File: config.mk
export PLATFORM = sky130hd
export DESIGN_NAME = cli_fifo
export DESIGN_NICKNAME = d
export VERILOG_FILES = /design/src/hw/rtl/cli_pkg.sv /design/src/hw/rtl/cli_fifo.sv
export SDC_FILE = /design/constraint.sdc
export NUM_CORES = 1
export LEC_CHECK = 0
export ABC_CLOCK_PERIOD_IN_PS = 14520
export BUFFER_PORTS_ARGS = -buffer_cell sky130_fd_sc_hd__buf_2
export CAP_MARGIN = 20
export CORE_MARGIN = 10
export CORE_UTILIZATION = 40
export DETAILED_ROUTE_END_ITERATION = 7
export HOLD_SLACK_MARGIN = 0.08
export PLACE_DENSITY = 0.59
export SETUP_SLACK_MARGIN = 0.15
export SYNTH_ARGS = -nofsm -noshare
export SYNTH_HDL_FRONTEND = slang
export SYNTH_SLANG_ARGS = --single-unit
File: constraint.sdc
create_clock -name clk -period 14.52 [get_ports clk]
set_input_delay 1.452 -clock clk [delete_from_list [all_inputs] [get_ports clk]]
set_output_delay 1.452 -clock clk [all_outputs]
set_load 0.1 [all_outputs]
File: src/hw/rtl/cli_pkg.sv
// Shared widths, item types and helpers for the circle/line intersection block.
// No dependencies; every other file imports this package.
package cli_pkg;

  // Coordinate width, signed Q16.16, and radius width, unsigned Q15.16
  localparam int CW    = 32;
  localparam int RW    = CW - 1;
  // Line direction, determinant and squared length
  localparam int DW    = CW + 2;
  localparam int DETW  = 2 * CW + 3;
  localparam int DR2W  = 2 * DW;
  // Multiplier operand width, product width and bits retired per stage
  localparam int MW      = DR2W;
  localparam int PW      = 2 * MW;
  localparam int MSTEP   = 8;
  localparam int MUL_LAT = (MW + MSTEP - 1) / MSTEP;
  // Signed discriminant, its non-negative part and its root
  localparam int DSW      = 2 * DETW - 2;
  localparam int DISCW    = DSW - 2;
  localparam int RTW      = DISCW / 2;
  localparam int SQRT_LAT = RTW;
  // Numerator magnitude and rounded quotient
  localparam int NW      = 3 * CW + 4;
  localparam int QW      = NW + 1;
  localparam int DIV_LAT = NW + 1;
  // Queue between front and back
  localparam int QD  = 4;
  localparam int QAW = $clog2(QD);

  typedef enum logic [1:0] {
    CLS_MISS,
    CLS_TANGENT,
    CLS_SECANT,
    CLS_DEGEN
  } cls_t;

  // One classified word handed from front to back
  typedef struct packed {
    logic signed [CW-1:0]   cx;
    logic signed [CW-1:0]   cy;
    logic signed [DW-1:0]   dx;
    logic signed [DW-1:0]   dy;
    logic signed [DETW-1:0] det;
    logic [DR2W-1:0]        dr2;
    logic [DISCW-1:0]       disc;
    cls_t                   cls;
  } job_t;

  // Magnitude of a sign-extended value
  function automatic logic [MW-1:0] mag(input logic signed [MW-1:0] v);
    logic [MW-1:0] m;
    m = v[MW-1] ? MW'(-v) : MW'(v);
    return m;
  endfunction

endpackage

File: src/hw/rtl/cli_fifo.sv
// Short queue of classified words between front and back.
// Depends on cli_pkg.
module cli_fifo import cli_pkg::*; (
  input  logic clk,
  input  logic rst,
  input  logic push,
  input  job_t wdata,
  output logic full,
  input  logic pop,
  output job_t rdata,
  output logic empty
);

  job_t           mem [QD];
  logic [QAW-1:0] wp, rp;
  logic [QAW:0]   cnt;

  assign full  = cnt == (QAW+1)'(QD);
  assign empty = cnt == '0;
  assign rdata = mem[rp];

  // advance pointers and count
  always_ff @(posedge clk) begin
    if (rst) begin
      wp  <= '0;
      rp  <= '0;
      cnt <= '0;
    end else begin
      if (push) wp <= wp + 1'b1;
      if (pop)  rp <= rp + 1'b1;
      case ({push, pop})
        2'b10:   cnt <= cnt + 1'b1;
        2'b01:   cnt <= cnt - 1'b1;
        default: cnt <= cnt;
      endcase
    end
  end

  // store the word
  always_ff @(posedge clk) begin
    if (push) mem[wp] <= wdata;
  end

endmodule

==> flow_metrics.py, run 1 <==
metrics = {
    "detailed_routing": {
        "first_pass_iters": 5,
        "wl_um": 136000,
        "post_drt_wl_per_cell_um": 26.6,
        "drt-vias-per-instance": 5.17,
        "drtIter0Drc": 1785,
        "detail-route-antenna-nets": 0,
        "post-route-drc-count": 0,
        "num_vias": 26441,
    },
    "power_and_ir_drop": {
        "p_leak_nw": 23.0,
        "power_mw": 11.7,
        "power_density_nw_per_um2": 168,
        "ir_worst_vdd_uv": 130,
    },
    "clocking": {
        "cts_sinks": 1605,
        "cts_resized": 0,
        "worstSkewPairLatency_ns": 0.79,
        "clk_path_buf_depth": 3,
        "cts_setup_buffers": 0,
        "cts_root_buf": "clkbuf_16",
        "ctsHoldBuffers": 0,
        "cts_buffers": 166,
        "clk_pin_slew_worst_paths_ns": 0.06,
        "htree_num_levels": 4,
        "cts_tree": "done",
    },
    "placed_design": {
        "gp_congestion": 0.765,
        "dp.cells": 4777,
        "postPlaceCellArea_um2": 64100,
        "dp_hpwl_um": 87800,
        "portBuffers": 803,
    },
    "global_route": {
        "met3_usage_pct": 5.85,
        "grt_max_degree": 138,
        "antenna_found_initial": 67,
        "grt_usage_pct": 16.8,
        "grtUsageMet2_pct": 28.4,
        "grt-ovfl-total": 0,
        "grt_first_pass_wirelength_um": 201000,
        "grt_pass1_vias": 28528,
        "grt_use_met1_pct": 20.3,
        "busiest_layer": "met2",
    },
    "sta": {
        "relSlewSlack_pct": 24.4,
        "whs_ns": 0.531,
        "fmax_mhz": 156,
        "drv_slew": 0,
        "final.min_clock_period_ns": 6.42,
        "setup-violations-final": 0,
        "rsz0062_at_grt": "false",
        "post-route-period-util_pct": 44.2,
        "worst_pin_slew_ns": 1.13,
        "skew_ns": 0.0433,
        "hold_violations": 0,
        "fin_setup_tns_ns": 0,
    },
    "yosys": {
        "synth_simple_gate_area_share_pct": 0.132,
        "synth_compound_area_share_pct": 0.0259,
        "syn-num-nets": 2540,
        "yosysSeqAreaShare_pct": 83.0,
        "syn_area_um2": 57900,
        "synthXorXnorAreaFrac_pct": 0.0756,
        "synth-adder-area-share_pct": 0.143,
        "synth_top_family_by_area": "multiplexers",
        "ys_warn_count": 0,
        "syn_inst": 2131,
        "syn_area_per_cell_um2": 27.2,
        "synth_mux_area_share_pct": 15.5,
        "synth.distinct_cells": 22,
        "ys_seq_elements": 1605,
    },
    "floorplan": {
        "die-width_um": 401,
        "io_pins": 804,
        "initial_core_util_pct": 40.3,
        "rows": 139,
        "die_h_um": 401,
        "die-area_um2": 160000,
        "fp.coreArea_um2": 144000,
    },
    "worst_setup_path": {
        "critPathCapture": "rdata[208]",
        "cp_max_fo": 92,
        "cp_data_arrival_time_ns": 4.96,
        "reg2reg_slack_ns": 11.04,
        "reg2reg_from": "wp[1]",
        "reg2regPathDepth": 5,
        "cp-end-kind": "output pin",
        "regToRegEndpoint": "mem[0][260]",
        "path_class": "flip-flop to output pin",
        "critPathLaunchType": "flip-flop",
        "crit_required_ns": 13.07,
    },
    "final_layout": {
        "fill_cells": 11627,
        "final_cell_mix": "edfxtp_1 (1,596), buf_2 (803), mux4_2 (399), clkbuf_16 (170), clkinv_1 (41)",
        "final_cells": 5118,
        "seq_area_um2": 48100,
        "synthToLayoutAreaGrowth_pct": 20.0,
        "layout_commonest_cell": "edfxtp_1",
        "fin_area_um2": 69500,
        "drive_above_1_share_pct": 46.2,
        "multi_input_area_um2": 9220,
        "fin_nets": 3452,
    },
    "job": {
        "drv_cap": 0,
    },
    "min_path": {
        "hp-class": "flip-flop to flip-flop",
    },
    "run_status": {
        "status": "completed",
    },
}
==> cell families after synthesis <==
family / count (synthesis)
XOR/XNOR: 5
multiplexers: 400
flip-flops: 1605
adder cells (fa/ha/maj): 6
AND/OR/NAND/NOR: 16
AO/OA/AOI/OAI: 3
buffers and inverters: 96
==> synthesized netlist by cell type <==
library cell,count,area share (%)
nand2_1,1,0.0065
buf_6,23,0.45
edfxtp_1,1596,83
a21oi_1,2,0.017
buf_4,15,0.19
fa_1,1,0.035
mux4_2,399,16
and2_1,4,0.043
or3_1,1,0.011
inv_1,6,0.039
dfxtp_1,9,0.31
nor3_1,1,0.0086
buf_1,8,0.052
buf_2,28,0.24
ha_1,5,0.11
o21ai_0,1,0.0086
nor2_1,8,0.052
xnor2_1,2,0.030
and3_1,1,0.011
clkbuf_1,16,0.10
xor2_1,3,0.045
mux2i_1,1,0.017
==> critical path, stage by stage (launching register included) <==
cell     delay (ns)
dfxtp_4        0.85
buf_4          0.78
buf_12         0.51
buf_12         0.63
mux4_2         0.62
buf_2          0.31
==> power by group <==
group          internal (mW)  total (mW)  switching, mW
clock                   2.39        4.11           1.72
sequential              5.33        5.39         0.0560
combinational          0.418        2.18           1.76
==> layer usage <==
layer	routed length [um]	up-vias	part of all wire (%)
met1	50700	14023	37
met3	11600	251	8.5
met5	336	-	0.25
li1	-	11189	-
met4	3380	50	2.5
met2	70200	928	52
==> metrics by stage <==
step / setup slack [ns] / utilization (%)
after floorplan: 3.28 / -
after global placement: 8.82 / 44.6
after detailed placement: 8.78 / 44.6
after CTS: 7.86 / 48.3
after global routing: 7.53 / 48.3
final: 8.10 / 48.3
==> final cells by class <==
type                            count  share of cell area [%]
Multi-Input combinational cell    430                    13.3
Inverter                            6                  0.0324
Clock inverter                    101                    1.36
Sequential cell                  1605                    69.2
Tap cell                         1903                    3.42
Timing Repair Buffer              834                    6.29
Clock buffer                      206                    6.31
Antenna cell                       33                   0.119
==> registers in the layout (all words and copies together), names as in the netlist, named ones only <==
name and flops:
mem 1596, cnt 3, wp 2, rp 2
==> worst min path at each step <==
stage / from / endpoint / depth (start not counted)
CTS: cnt[1] / cnt[1] / 2
floorplan: cnt[2] / cnt[2] / 2
global placement: cnt[2] / cnt[2] / 2
detailed placement: cnt[1] / cnt[1] / 2
finish: rp[1] / flip-flop / 2
global route: cnt[2] / cnt[2] / 2
(Power assumes the default switching activity.)
==> run 2, diff against run 1 <==
--- a/config.mk
+++ b/config.mk
@@ -5,7 +5,8 @@
 export SDC_FILE = /design/constraint.sdc
 export NUM_CORES = 1
 export LEC_CHECK = 0
-export ABC_CLOCK_PERIOD_IN_PS = 14520
+export ABC_AREA = 1
+export ABC_CLOCK_PERIOD_IN_PS = 5930
 export BUFFER_PORTS_ARGS = -buffer_cell sky130_fd_sc_hd__buf_2
 export CAP_MARGIN = 20
 export CORE_MARGIN = 10
==> constraint.sdc (replaced) <==
create_clock -name clk -period 5.93 [get_ports clk]
set_input_delay 0.593 -clock clk [delete_from_list [all_inputs] [get_ports clk]]
set_output_delay 0.593 -clock clk [all_outputs]
set_load 0.1 [all_outputs]
==> run 2 against run 1 <==
Effect of this change:
- global-route usage increased by 1.6 points
- critical path depth unchanged
- first-iteration DRC count increased by 64%
- clock skew fell by 0.013 ns
- die area up 3.3%
- synthesized cell count increased by 84%
- clock power increased by 150%
- non-clock buffer count rose by 439
- critical endpoint is now rdata[185]
- count of clock-buffer cells in the layout is 2 lower
- critical path type unchanged
- via count is 41% higher
- total power is 140% higher
==> flow_metrics.py, run 2 <==
metrics = {
    "global_route": {
        "grt_usage_pct": 18.3,
        "grt_first_pass_wirelength_um": 237000,
        "grt_max_degree": 177,
        "antenna_found_initial": 27,
        "grt_pass1_vias": 36396,
        "grt-ovfl-total": 0,
    },
    "floorplan": {
        "die-width_um": 407,
        "rows": 142,
        "fp.coreArea_um2": 149000,
        "io_pins": 804,
        "die_h_um": 407,
        "die-area_um2": 166000,
        "initial_core_util_pct": 40.1,
    },
    "clocking": {
        "cts_resized": 0,
        "clk_path_buf_depth": 3,
        "cts_root_buf": "clkbuf_16",
        "cts_sinks": 1605,
        "ctsHoldBuffers": 398,
        "htree_num_levels": 4,
        "clk_pin_slew_worst_paths_ns": 0.06,
        "cts_setup_buffers": 0,
        "cts_buffers": 165,
        "worstSkewPairLatency_ns": 0.77,
        "cts_tree": "done",
    },
    "min_path": {
        "hp-class": "primary input to flip-flop",
        "hold_depth": 4,
    },
    "sta": {
        "skew_ns": 0.0304,
        "final.min_clock_period_ns": 4.36,
        "rsz0062_at_grt": "false",
        "worst_pin_slew_ns": 1.40,
        "relSlewSlack_pct": 6.45,
        "whs_ns": 0.178,
        "post-route-period-util_pct": 73.6,
        "drv_slew": 0,
        "setup-violations-final": 0,
        "fmax_mhz": 229,
        "hold_violations": 0,
    },
    "power_and_ir_drop": {
        "power_density_nw_per_um2": 377,
        "p_leak_nw": 26.1,
        "ir_worst_vdd_uv": 295,
        "power_mw": 28.5,
    },
    "run_status": {
        "status": "completed",
    },
    "final_layout": {
        "reg_top3": "mem (1596), cnt (3)",
        "drive_above_1_share_pct": 24.8,
        "final_core_util_pct": 50.6,
        "synthToLayoutAreaGrowth_pct": 26.1,
        "fin_nets": 5500,
        "final_cell_mix": "edfxtp_1 (1,596), o21ai_0 (803), buf_2 (803), nor2_1 (710), dlygate4sd3_1 (398)",
        "layout_commonest_cell": "edfxtp_1",
        "top_register": "mem",
        "largest_register_ffs": 1596,
    },
    "yosys": {
        "synth_edf_count": 1596,
        "synthArstFlopShare_pct": 0,
        "synth_area_leaders": "edfxtp_1 (80%), o21ai_0 (6.7%), nor2_1 (4.4%)",
        "ys_seq_elements": 1605,
        "yosysTopAreaCell": "edfxtp_1",
        "synth_mux_area_share_pct": 0,
        "yosysSeqAreaShare_pct": 80.2,
        "ys_warn_count": 0,
        "syn_area_per_cell_um2": 15.3,
        "synth_simple_gate_area_share_pct": 5.49,
        "ys_top_cells_by_count": "edfxtp_1 (1,596), o21ai_0 (803), nor2_1 (710)",
        "syn_area_um2": 60000,
        "synthXorXnorAreaFrac_pct": 0,
        "synth_compound_area_share_pct": 11.9,
        "syn_inst": 3916,
        "synth_top_family_by_area": "compound AO/OA/AOI/OAI gates",
        "syn-num-nets": 4325,
        "yosysMostFrequentCell": "edfxtp_1",
        "synth_top_area_share_pct": 79.9,
        "synth-adder-area-share_pct": 0.138,
        "synth.distinct_cells": 21,
        "ys.flop_type": "edfxtp_1",
    },
    "worst_setup_path": {
        "path_depth": 5,
        "cp_max_fo": 80,
        "cp_slowest_cell": "dfxtp_4",
        "crit_required_ns": 5.34,
        "critPathBufInv": 3,
        "cp_cell_sequence": "buf_12 > buf_4 > o21ai_0 > o22ai_1 > buf_2",
        "critPathMaxStageDelay_ns": 0.79,
        "reg2regPathDepth": 6,
        "cp-end-kind": "output pin",
        "cp_data_arrival_time_ns": 3.77,
        "crit_family": "buffers and inverters",
        "path_class": "flip-flop to output pin",
        "critPathLaunchType": "flip-flop",
    },
    "job": {
        "drv_cap": 0,
    },
    "detailed_routing": {
        "post_drt_wl_per_cell_um": 21.8,
        "drt-vias-per-instance": 5.15,
        "num_vias": 37342,
        "detail-route-antenna-nets": 0,
        "first_pass_iters": 5,
        "drtIter0Drc": 2928,
        "wl_um": 158000,
        "post-route-drc-count": 0,
    },
    "placed_design": {
        "portBuffers": 803,
        "dp_hpwl_um": 94900,
        "gp_congestion": 0.780,
    },
}
[run 2: path summary, 6_finish.rpt]
kind,start,endpoint,slack [ns]
worst max-delay path,flip-flop,rdata[185],1.57
worst min-delay path,pop,flip-flop,0.18
worst max register to register,wp[0],mem[2][329],3.40
worst min register to register,rp[1],flip-flop,0.44
[run 2: cell type report]
cell class	instances	area (um^2)
Timing Repair Buffer	1273	8940
Clock inverter	88	937
Tap cell	2016	2520
Fill cell	12448	73800
Sequential cell	1605	48100
Multi-Input combinational cell	2028	10600
Inverter	18	103
Clock buffer	204	4340
Antenna cell	22	55.1
[run 2: stage by stage]
stage	cells	setup TNS (ns)	setup WS, ns	area, um^2
after floorplan	3916	-1721.63	-1.08	60100
after global placement	6542	0	2.36	66300
after detailed placement	6542	0	2.35	66300
after CTS	7232	0	1.48	75600
after global routing	7244	0	1.29	75600
final	7254	0	1.57	75600
[run 2: cell families after synthesis]
| logic type | after synthesis |
|---|---|
| compound gates | 1208 |
| simple gates | 814 |
| flops | 1605 |
| buf+inv | 283 |
| fa+ha+maj | 6 |
[run 2: worst reg2reg max path, delay by kind of cell, from the launching register on]
| kind | cells | cell delay (ns) |
|---|---|---|
| buf+inv | 4 | 1.48 |
| flops | 1 | 0.38 |
| simple gates | 1 | 0.06 |
| fa+ha+maj | 1 | 0.17 |
[run 2: layer usage]
| metal | global-route usage, % | wire [um] |
|---|---|---|
| met4 | 5.83 | 4520 |
| met2 | 29.1 | 74400 |
| met1 | 23.8 | 64900 |
| met3 | 6.03 | 14100 |
| met5 | 0 | 110 |
[run 2: power breakdown]
group          switching, mW  internal, mW  total, mW
clock network           4.18          5.92       10.1
logic                   4.36         0.925       5.28
registers              0.111          13.0       13.1
total                   8.65          19.8       28.5
==> run 3, diff against run 2 <==
--- a/config.mk
+++ b/config.mk
@@ -6,14 +6,14 @@
 export NUM_CORES = 1
 export LEC_CHECK = 0
 export ABC_AREA = 1
-export ABC_CLOCK_PERIOD_IN_PS = 5930
+export ABC_CLOCK_PERIOD_IN_PS = 3500
 export BUFFER_PORTS_ARGS = -buffer_cell sky130_fd_sc_hd__buf_2
 export CAP_MARGIN = 20
 export CORE_MARGIN = 10
 export CORE_UTILIZATION = 40
 export DETAILED_ROUTE_END_ITERATION = 7
 export HOLD_SLACK_MARGIN = 0.08
-export PLACE_DENSITY = 0.59
+export PLACE_DENSITY = 0.61
 export SETUP_SLACK_MARGIN = 0.15
 export SYNTH_ARGS = -nofsm -noshare
 export SYNTH_HDL_FRONTEND = slang
==> constraint.sdc (replaced) <==
create_clock -name clk -period 3.5 [get_ports clk]
set_input_delay 0.35 -clock clk [delete_from_list [all_inputs] [get_ports clk]]
set_output_delay 0.35 -clock clk [all_outputs]
set_load 0.1 [all_outputs]
==> run 3 against run 2 <==
Effect of this change:
- clock skew down 0.0079 ns
- first-iteration DRC count up 5.3%
- combinational power up 88%
- register-to-register slack worse by 2.1 ns
- die area unchanged
- global-route usage about the same
- total power up 71%
- clock power up 65%
- non-clock buffer count up 42
- count of clock-buffer cells in the layout up 3
- critical endpoint is now rdata[57]
- largest cell class unchanged
- highest routed layer unchanged
==> flow_metrics.py, run 3 (synthesis results as in run 2) <==
metrics = {
    "detailed_routing": {
        "wl_um": 159000,
        "detail-route-antenna-nets": 0,
        "first_pass_iters": 5,
        "drtIter0Drc": 3082,
        "num_vias": 37706,
        "post-route-drc-count": 0,
        "post_drt_wl_per_cell_um": 21.7,
        "drt-vias-per-instance": 5.16,
    },
    "placed_design": {
        "portBuffers": 803,
        "dp_hpwl_um": 95700,
        "postPlaceCellArea_um2": 68700,
        "gp_congestion": 0.772,
    },
    "worst_setup_path": {
        "critPathLaunchType": "flip-flop",
        "crit_required_ns": 3.15,
        "path_class": "flip-flop to output pin",
        "cp-end-kind": "output pin",
        "cp_max_fo": 56,
        "cp_data_arrival_time_ns": 2.84,
        "reg2reg_slack_ns": 1.31,
    },
    "power_and_ir_drop": {
        "switchingPower_mw": 15.0,
        "p_leak_nw": 27.1,
        "power_mw": 48.8,
        "p_clk_share_pct": 34.2,
        "pwr-share-seq_pct": 45.5,
        "internal-power_mw": 33.8,
        "ir_worst_vdd_uv": 598,
        "combPwrFrac_pct": 20.3,
        "power_density_nw_per_um2": 624,
        "swShare_pct": 30.7,
    },
    "floorplan": {
        "fp.coreArea_um2": 149000,
        "io_pins": 804,
        "die_h_um": 407,
        "die-width_um": 407,
        "rows": 142,
        "initial_core_util_pct": 40.1,
        "die-area_um2": 166000,
    },
    "sta": {
        "rsz0062_at_grt": "true",
        "hold_violations": 0,
        "post-route-period-util_pct": 91.1,
        "worst_pin_slew_ns": 0.942,
        "final.min_clock_period_ns": 3.19,
        "skew_ns": 0.0225,
        "drv_slew": 0,
        "fmax_mhz": 314,
        "setup-violations-final": 0,
        "fin_setup_tns_ns": 0,
        "relSlewSlack_pct": 37.2,
    },
    "final_layout": {
        "fin_nets": 5544,
        "synthToLayoutAreaGrowth_pct": 30.4,
        "largest_register_ffs": 1596,
        "reg_top3": "mem (1596), cnt (3)",
        "layout_commonest_cell": "edfxtp_1",
        "top_register": "mem",
        "fin_area_um2": 78200,
        "final_cell_mix": "edfxtp_1 (1,596), o21ai_0 (803), nor2_1 (710), buf_2 (595), dlygate4sd3_1 (403)",
        "final_core_util_pct": 52.3,
        "fill_cells": 12149,
        "drive_above_1_share_pct": 25.4,
    },
    "clocking": {
        "cts_sinks": 1605,
        "clk_pin_slew_worst_paths_ns": 0.06,
        "htree_num_levels": 4,
        "clk_path_buf_depth": 3,
        "cts_root_buf": "clkbuf_16",
        "worstSkewPairLatency_ns": 0.77,
        "cts_tree": "done",
        "cts_buffers": 167,
    },
    "global_route": {
        "antenna_found_initial": 23,
        "grt-ovfl-total": 0,
        "grt_max_degree": 133,
        "grt_pass1_vias": 37273,
        "grt_first_pass_wirelength_um": 238000,
        "grt_usage_pct": 18.4,
    },
    "min_path": {
        "hp-class": "primary input to flip-flop",
    },
    "run_status": {
        "status": "completed",
    },
    "job": {
        "drv_cap": 0,
    },
}
[run 3: cell count changes in the layout (fill, tap and decap cells not counted), moves of 4 or more]
cell / before / now
clkinv_2: 18 / 26
buf_2: 803 / 595
clkbuf_4: 0 / 44
dlygate4sd3_1: 398 / 403
bufinv_16: 17 / 7
nand2_8: 4 / 0
clkinvlp_4: 5 / 10
buf_12: 32 / 183
buf_4: 40 / 86
[run 3: cell type report]
| type | instances | area, um^2 | area share, % |
|---|---|---|---|
| well taps | 2016 | 2520 | 3.23 |
| flip-flops and latches | 1605 | 48100 | 61.5 |
| multi-input cells | 2028 | 10500 | 13.4 |
| repair buffers | 1315 | 11700 | 15.0 |
| clock buffers | 207 | 4370 | 5.59 |
| diodes | 21 | 52.6 | 0.0672 |
| clock inverters | 93 | 785 | 1.00 |
| inverters | 18 | 108 | 0.138 |
[run 3: final timing paths]
check	endpoint	start	depth (start not counted)
max	rdata[57]	flip-flop	5
min	mem[1][72]	wdata[72]	2
max reg2reg	mem[3][384]	wp[0]	5
min reg2reg	flip-flop	rp[1]	1
[run 3: worst max-delay path, stage by stage, from the launching register on]
cell	delay [ns]
dfxtp_4	0.51
buf_12	0.33
buf_12	0.28
o21ai_0	0.13
o22ai_1	0.26
buf_2	0.50
[run 3: per-layer routing]
layer  vias to the layer above  routed length [um]  GRT usage, %
met3                       219               13700          5.60
met4                        16                3120          4.55
li1                      17385                   -             -
met1                     18787               65400          24.0
met2                      1299               76500          29.9
met5                         -                  92             0
[run 3: what timing repair did]
| action | in CTS | in global routing |
|---|---|---|
| endpoints found under the setup margin | 57 | 104 |
| gates cloned | 0 | 0 |
| pin swaps | 0 | 0 |
| resized for setup | 33 | 47 |
| hold endpoints to repair | 1605 | 0 |
| buffers inserted | 0 | 2 |
| hold buffers | 403 | 0 |
[run 3: power groups by stage]
| stage | registers [mW] | clock network [mW] | logic, mW |
|---|---|---|---|
| after floorplan | 22.7 | 0 | 6.57 |
| after global placement | 22.6 | 0 | 9.43 |
| final | 22.2 | 16.7 | 9.91 |
| after detailed placement | 22.6 | 0 | 9.47 |
| after CTS | 22.2 | 17.0 | 9.94 |
| after global routing | 22.2 | 17.8 | 10.3 |
[run 3: metrics by stage]
step | setup slack (ns) | hold slack [ns] | std cells
floorplan | -3.49 | 0.412 | 3916
global placement | 0.943 | 0.418 | 6577
detailed placement | 0.904 | 0.425 | 6577
CTS | 0.0835 | 0.238 | 7280
global route | 0.144 | 0.282 | 7294
finish | 0.312 | 0.318 | 7303
